--- src/hw/rtl/log_line_record_parser_macros.svh ---
// Assertion macros shared by the log line record parser modules.
`ifndef LOG_LINE_RECORD_PARSER_MACROS_SVH
`define LOG_LINE_RECORD_PARSER_MACROS_SVH

// Same-cycle implication, checked on clk and disabled while rst_n is low.
`define LLRP_ASSERT_IMP(name, ant, con, msg) \
  name: assert property (@(posedge clk) disable iff (!rst_n) (ant) |-> (con)) \
    else $error(msg);

// Next-cycle implication, checked on clk and disabled while rst_n is low.
`define LLRP_ASSERT_NXT(name, ant, con, msg) \
  name: assert property (@(posedge clk) disable iff (!rst_n) (ant) |=> (con)) \
    else $error(msg);

`endif

--- src/hw/rtl/llrp_pkg.sv ---
// Types, codes and helper functions of the log line record parser.
package llrp_pkg;

  // Parser phases.
  typedef enum logic [3:0] {
    PH_SEEK,
    PH_SECONDS,
    PH_FRACTION,
    PH_NAME,
    PH_GAP,
    PH_OPTIONS,
    PH_HEX,
    PH_TEXT,
    PH_DRAIN
  } phase_t;

  // Record status codes.
  localparam logic [3:0] ST_OK       = 4'd0;
  localparam logic [3:0] ST_NO_TIME  = 4'd1;
  localparam logic [3:0] ST_BAD_SEC  = 4'd2;
  localparam logic [3:0] ST_BAD_FRAC = 4'd3;
  localparam logic [3:0] ST_BAD_NAME = 4'd4;
  localparam logic [3:0] ST_BAD_DIR  = 4'd5;
  localparam logic [3:0] ST_BAD_OPT  = 4'd6;
  localparam logic [3:0] ST_BAD_HEX  = 4'd7;
  localparam logic [3:0] ST_ODD_HEX  = 4'd8;

  // Result kinds.
  localparam logic [1:0] KIND_NAME   = 2'd0;
  localparam logic [1:0] KIND_OPTION = 2'd1;
  localparam logic [1:0] KIND_DATA   = 2'd2;
  localparam logic [1:0] KIND_RECORD = 2'd3;

  // Configuration register indexes.
  localparam logic CFG_BASE_SEC = 1'b0;
  localparam logic CFG_BASE_US  = 1'b1;

  // Characters with a meaning of their own.
  localparam logic [7:0] CH_DOT    = 8'h2e;
  localparam logic [7:0] CH_SPACE  = 8'h20;
  localparam logic [7:0] CH_DOLLAR = 8'h24;
  localparam logic [7:0] CH_UP     = 8'h75;
  localparam logic [7:0] CH_DOWN   = 8'h64;
  localparam logic [7:0] CH_UNDER  = 8'h5f;
  localparam logic [7:0] CH_DASH   = 8'h2d;

  // Time constants.
  localparam logic [20:0] US_PER_SEC     = 21'd1000000;
  localparam logic [20:0] US_PER_TWO_SEC = 21'd2000000;
  localparam logic [9:0]  NS_PER_US      = 10'd1000;

  // Output queue depth (power of two) and its pointer width.
  localparam int OUT_DEPTH = 8;
  localparam int OUT_PTR_W = $clog2(OUT_DEPTH);

  // Input transaction payload.
  typedef struct packed {
    logic [7:0] symbol;
    logic       line_last;
  } in_t;

  // Result transaction payload.
  typedef struct packed {
    logic [1:0]  kind;
    logic [7:0]  value_byte;
    logic [34:0] abs_seconds;
    logic [29:0] nanoseconds;
    logic        direction_down;
    logic        text_record;
    logic [3:0]  status;
    logic        run_last;
  } out_t;

  // Parser stage output: an optional byte result and an optional raw record.
  typedef struct packed {
    logic        byte_vld;
    logic [1:0]  byte_kind;
    logic [7:0]  byte_val;
    logic        rec_vld;
    logic [3:0]  rec_status;
    logic [29:0] rec_sec;
    logic [19:0] rec_frac;
    logic        rec_dir;
    logic        rec_text;
  } parse_t;

  // Time stage output: up to two results, packed from slot 0.
  typedef struct packed {
    logic [1:0]      cnt;
    out_t [1:0]      res;
  } pair_t;

  function automatic logic is_digit(input logic [7:0] c);
    return (c >= 8'h30) && (c <= 8'h39);
  endfunction

  function automatic logic is_alnum(input logic [7:0] c);
    return is_digit(c) || ((c >= 8'h61) && (c <= 8'h7a)) || ((c >= 8'h41) && (c <= 8'h5a));
  endfunction

  // Hex digit value; 16 marks a character that is not a hex digit.
  function automatic logic [4:0] hex_value(input logic [7:0] c);
    logic [4:0] v;
    v = 5'd16;
    if (is_digit(c)) v = {1'b0, c[3:0]};
    else if ((c >= 8'h61) && (c <= 8'h66)) v = 5'(c - 8'h57);
    else if ((c >= 8'h41) && (c <= 8'h46)) v = 5'(c - 8'h37);
    return v;
  endfunction

  // Weight of each fraction digit in microseconds.
  function automatic logic [16:0] frac_weight(input logic [1:0] idx);
    logic [16:0] w;
    case (idx)
      2'd0: w = 17'd100000;
      2'd1: w = 17'd10000;
      2'd2: w = 17'd1000;
      default: w = 17'd100;
    endcase
    return w;
  endfunction

  // Characters of the text protocol name.
  function automatic logic [7:0] txt_char(input logic [1:0] idx);
    logic [7:0] ch;
    case (idx)
      2'd1: ch = 8'h58;
      default: ch = 8'h54;
    endcase
    return ch;
  endfunction

endpackage

--- src/hw/rtl/llrp_parse.sv ---
// Character parser: line state machine and the registered parser stage.
module llrp_parse
  import llrp_pkg::*;
#(
  parameter int SECONDS_DIGITS = 9,
  parameter int NAME_CHARS     = 64,
  parameter int OPTION_CHARS   = 64
) (
  input  logic   clk,
  input  logic   rst_n,
  input  logic   in_fire,
  input  in_t    in_data,
  output parse_t p_out
);

  localparam logic [4:0] SEC_MAX  = 5'(SECONDS_DIGITS);
  localparam logic [6:0] NAME_MAX = 7'(NAME_CHARS - 1);
  localparam logic [6:0] OPT_MAX  = 7'(OPTION_CHARS - 1);

  phase_t      phase_r, phase_nxt, phase_step;
  logic [29:0] sec_r, sec_nxt, sec_step;
  logic [4:0]  cnt_r, cnt_nxt, cnt_step;
  logic [19:0] frac_r, frac_nxt, frac_step;
  logic [6:0]  name_len_r, name_len_nxt, name_len_step;
  logic [1:0]  txt_r, txt_nxt, txt_step;
  logic        dir_r, dir_nxt, dir_step;
  logic [6:0]  opt_len_r, opt_len_nxt, opt_len_step;
  logic [3:0]  nib_r, nib_nxt, nib_step;
  logic        pend_r, pend_nxt, pend_step;
  logic [3:0]  err_r, err_nxt, err_step;
  parse_t      p_r, p_nxt;

  logic [7:0]  c;
  logic        last;
  logic        dig;
  logic [3:0]  dval;
  logic [4:0]  hv;
  logic        name_ok;
  logic        is_txt;
  logic [20:0] frac_add;
  logic        emit;
  logic [1:0]  emit_kind;
  logic [7:0]  emit_val;
  logic [3:0]  status;

  assign c        = in_data.symbol;
  assign last     = in_data.line_last;
  assign dig      = is_digit(c);
  assign dval     = c[3:0];
  assign hv       = hex_value(c);
  assign name_ok  = is_alnum(c) || (c == CH_UNDER) || (c == CH_DOT) || (c == CH_DASH);
  assign is_txt   = (name_len_r == 7'd3) && (txt_r == 2'd3);
  assign frac_add = 21'(dval) * 21'(frac_weight(cnt_r[1:0]));

  // Next phase and latched error code.
  always_comb begin
    phase_step = phase_r;
    err_step   = err_r;
    case (phase_r)
      PH_SEEK: begin
        if (dig) phase_step = PH_SECONDS;
      end
      PH_SECONDS: begin
        if (c == CH_DOT) begin
          phase_step = PH_FRACTION;
        end else if (!(dig && (cnt_r < SEC_MAX))) begin
          phase_step = PH_DRAIN;
          err_step   = ST_BAD_SEC;
        end
      end
      PH_FRACTION: begin
        if (c == CH_SPACE) begin
          phase_step = PH_NAME;
        end else if (!(dig && (cnt_r < 5'd4))) begin
          phase_step = PH_DRAIN;
          err_step   = ST_BAD_FRAC;
        end
      end
      PH_NAME: begin
        if (c == CH_SPACE) begin
          phase_step = PH_GAP;
        end else if (!(name_ok && (name_len_r < NAME_MAX))) begin
          phase_step = PH_DRAIN;
          err_step   = ST_BAD_NAME;
        end
      end
      PH_GAP: begin
        if (is_alnum(c)) begin
          if (is_txt) begin
            phase_step = PH_TEXT;
          end else if ((c == CH_UP) || (c == CH_DOWN)) begin
            phase_step = PH_OPTIONS;
          end else begin
            phase_step = PH_DRAIN;
            err_step   = ST_BAD_DIR;
          end
        end
      end
      PH_OPTIONS: begin
        if (c == CH_DOLLAR) begin
          phase_step = PH_HEX;
        end else if (!(opt_len_r < OPT_MAX)) begin
          phase_step = PH_DRAIN;
          err_step   = ST_BAD_OPT;
        end
      end
      PH_HEX: begin
        if (hv[4]) begin
          phase_step = PH_DRAIN;
          err_step   = ST_BAD_HEX;
        end
      end
      default: ;
    endcase
    phase_nxt = last ? PH_SEEK : phase_step;
    err_nxt   = last ? ST_OK : err_step;
  end

  // Field accumulators and the byte result of this character.
  always_comb begin
    sec_step      = sec_r;
    cnt_step      = cnt_r;
    frac_step     = frac_r;
    name_len_step = name_len_r;
    txt_step      = txt_r;
    dir_step      = dir_r;
    opt_len_step  = opt_len_r;
    nib_step      = nib_r;
    pend_step     = pend_r;
    emit          = 1'b0;
    emit_kind     = KIND_DATA;
    emit_val      = c;
    case (phase_r)
      PH_SEEK: begin
        if (dig) begin
          sec_step = 30'(dval);
          cnt_step = 5'd1;
        end
      end
      PH_SECONDS: begin
        if (c == CH_DOT) begin
          cnt_step  = 5'd0;
          frac_step = 20'd0;
        end else if (dig && (cnt_r < SEC_MAX)) begin
          sec_step = (sec_r << 3) + (sec_r << 1) + 30'(dval);
          cnt_step = cnt_r + 5'd1;
        end
      end
      PH_FRACTION: begin
        if ((c != CH_SPACE) && dig && (cnt_r < 5'd4)) begin
          frac_step = frac_r + frac_add[19:0];
          cnt_step  = cnt_r + 5'd1;
        end
      end
      PH_NAME: begin
        if ((c != CH_SPACE) && name_ok && (name_len_r < NAME_MAX)) begin
          if ((name_len_r < 7'd3) && (name_len_r == {5'd0, txt_r}) && (c == txt_char(txt_r)))
            txt_step = txt_r + 2'd1;
          name_len_step = name_len_r + 7'd1;
          emit          = 1'b1;
          emit_kind     = KIND_NAME;
        end
      end
      PH_GAP: begin
        if (is_alnum(c)) begin
          if (is_txt) begin
            emit = 1'b1;
          end else if ((c == CH_UP) || (c == CH_DOWN)) begin
            dir_step     = (c == CH_DOWN);
            opt_len_step = 7'd0;
          end
        end
      end
      PH_OPTIONS: begin
        if (c == CH_DOLLAR) begin
          pend_step = 1'b0;
        end else if (opt_len_r < OPT_MAX) begin
          opt_len_step = opt_len_r + 7'd1;
          emit         = 1'b1;
          emit_kind    = KIND_OPTION;
        end
      end
      PH_HEX: begin
        if (!hv[4]) begin
          if (pend_r) begin
            emit      = 1'b1;
            emit_val  = {nib_r, hv[3:0]};
            pend_step = 1'b0;
          end else begin
            nib_step  = hv[3:0];
            pend_step = 1'b1;
          end
        end
      end
      PH_TEXT: begin
        emit = 1'b1;
      end
      default: ;
    endcase

    // Status of a line that ends on this character.
    case (phase_step)
      PH_SEEK:     status = ST_NO_TIME;
      PH_SECONDS:  status = ST_BAD_SEC;
      PH_FRACTION: status = ST_BAD_FRAC;
      PH_NAME:     status = ST_BAD_NAME;
      PH_GAP:      status = ST_BAD_DIR;
      PH_OPTIONS:  status = ST_BAD_OPT;
      PH_HEX:      status = pend_step ? ST_ODD_HEX : ST_OK;
      PH_TEXT:     status = ST_OK;
      default:     status = err_step;
    endcase

    // The line state returns to reset after every record.
    sec_nxt      = last ? 30'd0 : sec_step;
    cnt_nxt      = last ? 5'd0 : cnt_step;
    frac_nxt     = last ? 20'd0 : frac_step;
    name_len_nxt = last ? 7'd0 : name_len_step;
    txt_nxt      = last ? 2'd0 : txt_step;
    dir_nxt      = last ? 1'b0 : dir_step;
    opt_len_nxt  = last ? 7'd0 : opt_len_step;
    nib_nxt      = last ? 4'd0 : nib_step;
    pend_nxt     = last ? 1'b0 : pend_step;

    // Stage register contents.
    p_nxt.byte_vld   = in_fire && emit;
    p_nxt.byte_kind  = emit_kind;
    p_nxt.byte_val   = emit_val;
    p_nxt.rec_vld    = in_fire && last;
    p_nxt.rec_status = status;
    p_nxt.rec_sec    = sec_step;
    p_nxt.rec_frac   = frac_step;
    p_nxt.rec_dir    = (phase_step == PH_TEXT) ? 1'b0 : dir_step;
    p_nxt.rec_text   = (phase_step == PH_TEXT);
  end

  // Line state advances on each accepted transaction.
  always_ff @(posedge clk) begin
    if (!rst_n) begin
      phase_r    <= PH_SEEK;
      sec_r      <= '0;
      cnt_r      <= '0;
      frac_r     <= '0;
      name_len_r <= '0;
      txt_r      <= '0;
      dir_r      <= 1'b0;
      opt_len_r  <= '0;
      nib_r      <= '0;
      pend_r     <= 1'b0;
      err_r      <= ST_OK;
    end else if (in_fire) begin
      phase_r    <= phase_nxt;
      sec_r      <= sec_nxt;
      cnt_r      <= cnt_nxt;
      frac_r     <= frac_nxt;
      name_len_r <= name_len_nxt;
      txt_r      <= txt_nxt;
      dir_r      <= dir_nxt;
      opt_len_r  <= opt_len_nxt;
      nib_r      <= nib_nxt;
      pend_r     <= pend_nxt;
      err_r      <= err_nxt;
    end
  end

  // Parser stage register.
  always_ff @(posedge clk) begin
    if (!rst_n) begin
      p_r <= '0;
    end else begin
      p_r <= p_nxt;
    end
  end

  assign p_out = p_r;

  `include "log_line_record_parser_macros.svh"

  `LLRP_ASSERT_NXT(a_line_clears, in_fire && last, (phase_r == PH_SEEK) && (err_r == ST_OK), "line state not cleared after record")
  `LLRP_ASSERT_IMP(a_err_drains, err_r != ST_OK, phase_r == PH_DRAIN, "error latched outside drain phase")
  `LLRP_ASSERT_IMP(a_pend_in_hex, pend_r, (phase_r == PH_HEX) || (phase_r == PH_DRAIN), "nibble pending outside hex data")

endmodule

--- src/hw/rtl/llrp_time.sv ---
// Time stage: adds the capture base to a record and orders the results of one character.
module llrp_time
  import llrp_pkg::*;
(
  input  logic        clk,
  input  logic        rst_n,
  input  parse_t      p_in,
  input  logic [33:0] base_sec,
  input  logic [19:0] base_us,
  output pair_t       t_out
);

  pair_t       t_r, t_nxt;
  logic [20:0] us_sum;
  logic        ge1, ge2;
  logic [20:0] us_rem;
  logic [29:0] ns;
  logic [34:0] abs_sec;
  logic        time_ok;
  out_t        byte_res, rec_res;

  // Microsecond sum with at most one second carried; remainder below one second.
  assign us_sum  = {1'b0, base_us} + {1'b0, p_in.rec_frac};
  assign ge1     = us_sum >= US_PER_SEC;
  assign ge2     = us_sum >= US_PER_TWO_SEC;
  assign us_rem  = us_sum - (ge2 ? US_PER_TWO_SEC : (ge1 ? US_PER_SEC : 21'd0));
  assign ns      = 30'(us_rem[19:0]) * 30'(NS_PER_US);
  assign abs_sec = 35'(base_sec) + 35'(p_in.rec_sec) + 35'(ge1);
  assign time_ok = (p_in.rec_status == ST_OK) || (p_in.rec_status == ST_ODD_HEX);

  // Build both results; the record always closes the run.
  always_comb begin
    byte_res            = '0;
    byte_res.kind       = p_in.byte_kind;
    byte_res.value_byte = p_in.byte_val;
    byte_res.run_last   = !p_in.rec_vld;

    rec_res        = '0;
    rec_res.kind   = KIND_RECORD;
    rec_res.status = p_in.rec_status;
    rec_res.run_last = 1'b1;
    if (time_ok) begin
      rec_res.abs_seconds    = abs_sec;
      rec_res.nanoseconds    = ns;
      rec_res.direction_down = p_in.rec_dir;
      rec_res.text_record    = p_in.rec_text;
    end

    t_nxt.res[0] = p_in.byte_vld ? byte_res : rec_res;
    t_nxt.res[1] = rec_res;
    t_nxt.cnt    = {1'b0, p_in.byte_vld} + {1'b0, p_in.rec_vld};
  end

  // Result register of the time stage.
  always_ff @(posedge clk) begin
    if (!rst_n) begin
      t_r.cnt <= 2'd0;
    end else begin
      t_r.cnt <= t_nxt.cnt;
    end
    t_r.res <= t_nxt.res;
  end

  assign t_out = t_r;

endmodule

--- src/hw/rtl/llrp_fifo.sv ---
// Output queue that takes up to two results per cycle and delivers one.
module llrp_fifo
  import llrp_pkg::*;
(
  input  logic                 clk,
  input  logic                 rst_n,
  input  pair_t                push,
  input  logic                 pop,
  output logic                 not_empty,
  output out_t                 head,
  output logic [OUT_PTR_W:0]   count
);

  out_t                 mem_r [OUT_DEPTH];
  logic [OUT_PTR_W-1:0] wr_ptr_r, wr_ptr_nxt;
  logic [OUT_PTR_W-1:0] rd_ptr_r, rd_ptr_nxt;
  logic [OUT_PTR_W:0]   cnt_r, cnt_nxt;
  logic [OUT_PTR_W-1:0] wr_ptr_p1;

  assign wr_ptr_p1  = wr_ptr_r + 1'b1;
  assign wr_ptr_nxt = wr_ptr_r + OUT_PTR_W'(push.cnt);
  assign rd_ptr_nxt = rd_ptr_r + OUT_PTR_W'(pop);
  assign cnt_nxt    = cnt_r + (OUT_PTR_W + 1)'(push.cnt) - (OUT_PTR_W + 1)'(pop);

  // Entry storage.
  always_ff @(posedge clk) begin
    if (push.cnt != 2'd0) mem_r[wr_ptr_r] <= push.res[0];
    if (push.cnt == 2'd2) mem_r[wr_ptr_p1] <= push.res[1];
  end

  // Pointers and fill count.
  always_ff @(posedge clk) begin
    if (!rst_n) begin
      wr_ptr_r <= '0;
      rd_ptr_r <= '0;
      cnt_r    <= '0;
    end else begin
      wr_ptr_r <= wr_ptr_nxt;
      rd_ptr_r <= rd_ptr_nxt;
      cnt_r    <= cnt_nxt;
    end
  end

  assign not_empty = cnt_r != '0;
  assign head      = mem_r[rd_ptr_r];
  assign count     = cnt_r;

  `include "log_line_record_parser_macros.svh"

  `LLRP_ASSERT_IMP(a_cnt_range, 1'b1, cnt_r <= (OUT_PTR_W + 1)'(OUT_DEPTH), "queue count out of range")
  `LLRP_ASSERT_IMP(a_no_overflow, push.cnt != 2'd0, ({3'b0, push.cnt} + 5'(cnt_r)) <= (5'(OUT_DEPTH) + {4'b0, pop}), "queue overflow")
  `LLRP_ASSERT_IMP(a_empty_ptrs, cnt_r == '0, rd_ptr_r == wr_ptr_r, "empty queue with unequal pointers")

endmodule

--- src/hw/rtl/log_line_record_parser.sv ---
// Top level of the log line record parser.
//
//   Channel   Direction  Handshake          Payload
//   in_       input      in_valid/in_stall   in_data   (symbol, line_last)
//   out_      output     out_valid/out_stall out_data  (one result transaction)
//   cfg_      input      cfg_valid/cfg_ready cfg_index, cfg_data
//
// One character is accepted per cycle while in_stall is low; the last character of a line
// gives up to two results. Results pass through the parser stage, then the time stage, into
// an eight-entry output queue, which drains one per cycle while out_stall is low.
// in_stall rises when the queue plus results still in the two stages leave no room for two.
// rst_n is synchronous; it clears the line state, the queue and the base time registers.
// cfg_ready is always high.
module log_line_record_parser
  import llrp_pkg::*;
#(
  parameter int SECONDS_DIGITS = 9,
  parameter int NAME_CHARS     = 64,
  parameter int OPTION_CHARS   = 64
) (
  input  logic        clk,
  input  logic        rst_n,
  input  logic        in_valid,
  output logic        in_stall,
  input  in_t         in_data,
  output logic        out_valid,
  input  logic        out_stall,
  output out_t        out_data,
  input  logic        cfg_valid,
  output logic        cfg_ready,
  input  logic        cfg_index,
  input  logic [33:0] cfg_data
);

  logic [33:0]        base_sec_r;
  logic [19:0]        base_us_r;
  logic               in_fire;
  logic               pop;
  parse_t             p_stage;
  pair_t              t_stage;
  logic [OUT_PTR_W:0] q_count;
  logic [OUT_PTR_W+1:0] in_flight;

  // Base time registers.
  assign cfg_ready = 1'b1;
  always_ff @(posedge clk) begin
    if (!rst_n) begin
      base_sec_r <= '0;
      base_us_r  <= '0;
    end else if (cfg_valid && cfg_ready) begin
      case (cfg_index)
        CFG_BASE_SEC: base_sec_r <= cfg_data;
        CFG_BASE_US:  base_us_r  <= cfg_data[19:0];
        default: ;
      endcase
    end
  end

  // Input flow control: reserve room for two results per accepted character.
  assign in_flight = (OUT_PTR_W + 2)'(q_count)
                   + (OUT_PTR_W + 2)'(p_stage.byte_vld) + (OUT_PTR_W + 2)'(p_stage.rec_vld)
                   + (OUT_PTR_W + 2)'(t_stage.cnt);
  assign in_stall  = in_flight > (OUT_PTR_W + 2)'(OUT_DEPTH - 2);
  assign in_fire   = in_valid && !in_stall;
  assign pop       = out_valid && !out_stall;

  llrp_parse #(
    .SECONDS_DIGITS (SECONDS_DIGITS),
    .NAME_CHARS     (NAME_CHARS),
    .OPTION_CHARS   (OPTION_CHARS)
  ) u_parse (
    .clk     (clk),
    .rst_n   (rst_n),
    .in_fire (in_fire),
    .in_data (in_data),
    .p_out   (p_stage)
  );

  llrp_time u_time (
    .clk      (clk),
    .rst_n    (rst_n),
    .p_in     (p_stage),
    .base_sec (base_sec_r),
    .base_us  (base_us_r),
    .t_out    (t_stage)
  );

  llrp_fifo u_fifo (
    .clk       (clk),
    .rst_n     (rst_n),
    .push      (t_stage),
    .pop       (pop),
    .not_empty (out_valid),
    .head      (out_data),
    .count     (q_count)
  );

endmodule

--- config.mk ---
export PLATFORM = sky130hd
export DESIGN_NAME = log_line_record_parser
export DESIGN_NICKNAME = d
export VERILOG_FILES = /design/src/hw/rtl/llrp_pkg.sv /design/src/hw/rtl/llrp_parse.sv /design/src/hw/rtl/llrp_time.sv /design/src/hw/rtl/llrp_fifo.sv /design/src/hw/rtl/log_line_record_parser.sv
export VERILOG_INCLUDE_DIRS = /design/src /design/src/hw/rtl
export SDC_FILE = /design/constraint.sdc
export NUM_CORES = 2
export LEC_CHECK = 0
export BUFFER_PORTS_ARGS = -buffer_cell sky130_fd_sc_hd__buf_2
export CORE_MARGIN = 5
export CORE_UTILIZATION = 50
export DETAILED_ROUTE_END_ITERATION = 12
export PLACE_DENSITY = 0.69
export RECOVER_POWER = 50
export SETUP_SLACK_MARGIN = 0.2
export SLEW_MARGIN = 20
export SYNTH_ARGS = -nofsm -noshare
export SYNTH_HDL_FRONTEND = slang
export SYNTH_SLANG_ARGS = --single-unit
--- constraint.sdc ---
create_clock -name clk -period 8.4 [get_ports clk]
set_input_delay 0.42 -clock clk [delete_from_list [all_inputs] [get_ports clk]]
set_output_delay 0.42 -clock clk [all_outputs]
set_load 0.005 [all_outputs]
==> results_dict.tcl <==
set metrics [dict create \
    outcome "finished with violations" \
    violations "capacitance limit, slew limit" \
    async_flop_share_pct 0 \
    end_kind "register" \
    crit_top_cell "ha_1" \
    reg2regPathDepth 33 \
    die_y_um 337 \
    grt_pass1_vias 38100 \
    worstMarginPinSlew_ns 4.75 \
    met3WireLength_um 14200 \
    yosysMostFrequentCell "a22o_1" \
    final_cell_count_no_fill 6180 \
    relSlewSlack_pct -216 \
    setup_viol_count_final 0 \
    min_period_ns 7.95 \
    dp_cells 5936 \
    yosysSeqAreaShare_pct 47.6 \
    wl_met2_um 74700 \
    cp.arrival_ns 8.50 \
    p_int_mw 9.77 \
    drtIter0Drc 4200 \
    antenna_found_initial 3 \
    power_frac_comb_pct 25.9 \
    slowest_delay_ns 0.53 \
    cp_max_fo 6 \
    hold_violations 0 \
    drc 0 \
    dp_hpwl_um 95600 \
    power.density_mw_per_mm2 237 \
    io_buffers 129 \
    cpMaxStageDelayCell "fa_1" \
    insertion_delay_ns 0.70 \
    synth.top_cells.by_count "550 x a22o_1, 544 x edfxtp_1, 458 x nand2_1" \
    synth-edff-count 544 \
    hold_start "cfg_data[21]" \
    netlist_area_mm2 0.0534 \
    synth_seq_cells 998 \
    fp.coreArea_mm2 0.106 \
    p_leak_nw 22.7 \
    layout.nets 5081 \
    syn_inst 4786 \
    cts_tree "built" \
    area_growth_pct 10.6 \
    finalMaxSlewViolations 970 \
    rsz0062_at_grt "no" \
    synth.area.top_cells "edfxtp_1 31%, dfxtp_1 17%, a22o_1 9.0%" \
    dp_slack_ns -0.180 \
    grt_overflow_total 0 \
    routedWlPerCell_um 25.5 \
    highest_layer "met5" \
    vias 39200 \
    routed_wl_um 158000 \
    yosysTopAreaCell "edfxtp_1" \
    max-vdd-ir-drop_mv 0.214 \
    start_util_pct 50.5 \
    met1Wirelength_um 63900 \
    synth_top_area_share_pct 30.6 \
    cp-startpoint "base_us_r[4]" \
    power_frac_seq_pct 39.9 \
    avgSynthCellArea_um2 11.2 \
    switchingPower_mw 4.21 \
    switching_share_pct 30.1 \
    fin_util_pct 55.8 \
    stdcell_area_mm2 0.0590 \
    required_ns 8.95 \
    worst-setup-path-type "register to register" \
    cts_buffers 102 \
    power_mw 14.0 \
    whs_path_depth 3 \
    startpoint_type "register" \
    clockBufferDepth 3 \
    cts.sinks 998 \
    gr-usage-all-layers_pct 27.2 \
    die_w_um 337 \
    max-cap-violations 24 \
    ys_warn_count 0 \
    dpl_cell_area_mm2 0.0548 \
    setup_ws_ns 0.449 \
    htree_levels 3 \
    timing.fmax_ghz 0.126 \
    drive_gt1_share_pct 15.1 \
    reg2reg_from "base_us_r[4]" \
    placementRows 119 \
    ys_types 100 \
    clock_skew_ns 0.0602 \
    dr.pass1.iters 6 \
    die_area_mm2 0.113 \
    gp_congestion 0.907 \
    ant_nets 0 \
    clkTransAtPathRegs_ns 0.06 \
    grt_start_max_net_pins 89 \
    worstHoldPathType "primary input to register" \
    fin_crit_sh_pct 94.7 \
    p_clk_share_pct 34.2 \
    ys_dominant_reg_cell "edfxtp_1" \
    grt_first_pass_wirelength_um 236000 \
    viasPerCell 6.34 \
    root_buffer "clkbuf_16" \
    io_pins 134 \
]
-- layer usage --
metal / track usage, % / up-vias
li1: - / 17500
met1: 37.3 / 19300
met2: 44.8 / 1985
met3: 4.24 / 321
met4: 8.70 / 2
met5: 0 / -
-- layout make-up --
type | count | area (µm²)
fillers | 8865 | 46700
multi-input cells | 3133 | 25900
flip-flops and latches | 998 | 25400
clock buffers | 138 | 2920
well taps | 1391 | 1740
repair buffers | 252 | 1600
inverters | 210 | 790
clock inverters | 56 | 638
diodes | 2 | 5.00
-- stage by stage --
step	hold WS [ns]	TNS (ns)
after floorplan	0.324	0
after global placement	0.426	-0.0807
after detailed placement	0.426	-0.518
after CTS	0.00723	0
after global routing	0.0551	0
final	0.0501	0
-- cell families after synthesis --
logic type	count (synthesis)	synth area share (%)
adder cells (fa/ha/maj)	336	9.32
AO/OA/AOI/OAI	1260	17.7
AND/OR/NAND/NOR	1155	9.93
multiplexers	254	8.66
flip-flops	998	47.6
XOR/XNOR	124	2.05
other	2	0.0141
buffers and inverters	657	4.75
-- registers in the layout, indices dropped and copies added, names as in the netlist --
register	flops
u_parse.txt_r	2
u_parse.name_len_r	7
u_parse.opt_len_r	7
u_parse.err_r	4
u_parse.sec_r	30
u_fifo.wr_ptr_r	3
u_fifo.rd_ptr_r	3
u_parse.nib_r	4
u_fifo.mem_r	632
u_parse.dir_r	1
base_us_r	20
u_parse.phase_r	4
u_parse.pend_r	1
u_parse.p_out	68
base_sec_r	34
u_parse.cnt_r	5
u_time.t_out	149
u_fifo.count	4
u_parse.frac_r	20
-- worst paths after layout --
path | slack [ns] | end
worst max register to register | 0.45 | u_time.t_out[36]
worst min-delay path | 0.05 | base_sec_r[21]
worst min register to register | 0.44 | u_time.t_out[77]
worst max-delay path | 0.45 | u_time.t_out[36]
-- power groups by stage --
stage | Clock, mW | Combinational [mW] | Sequential (mW)
floorplan | 0 | 2.66 | 5.40
global placement | 0 | 3.25 | 5.66
detailed placement | 0 | 3.30 | 5.67
CTS | 4.82 | 3.35 | 5.57
global route | 5.05 | 3.99 | 5.60
finish | 4.78 | 3.63 | 5.58
-- layout by cell type (no fill, tap or decap), drive strengths merged, types with 37 or more instances in the layout --
cell type / n
a21o: 57
a21oi: 275
a22o: 550
and2: 52
buf: 201
clkbuf: 157
clkinv: 37
dfxtp: 454
edfxtp: 544
fa: 103
ha: 232
inv: 213
mux2: 83
mux4: 158
nand2: 459
nand3: 88
nor2: 272
nor2b: 46
nor3: 83
o21ai: 108
xnor2: 71
xor2: 53
-- critical path: cells and delay by family (launching register included) --
kind	cells	cell delay [ns]
adder cells (fa/ha/maj)	8	2.89
AO/OA/AOI/OAI	12	2.43
AND/OR/NAND/NOR	7	1.24
XOR/XNOR	2	0.42
multiplexers	1	0.36
flip-flops	1	0.32
buffers and inverters	3	0.17
-- repair_timing --
| action | in CTS | in global routing |
|---|---|---|
| endpoints found under the setup margin | 16 | 25 |
| endpoints found under the hold margin | 43 | 0 |
| pin swaps | 2 | 24 |
| buffers inserted | 4 | 12 |
| gates resized for setup | 12 | 64 |
| hold buffers | 32 | 0 |
Note: power is estimated with default switching activity, not from simulation.
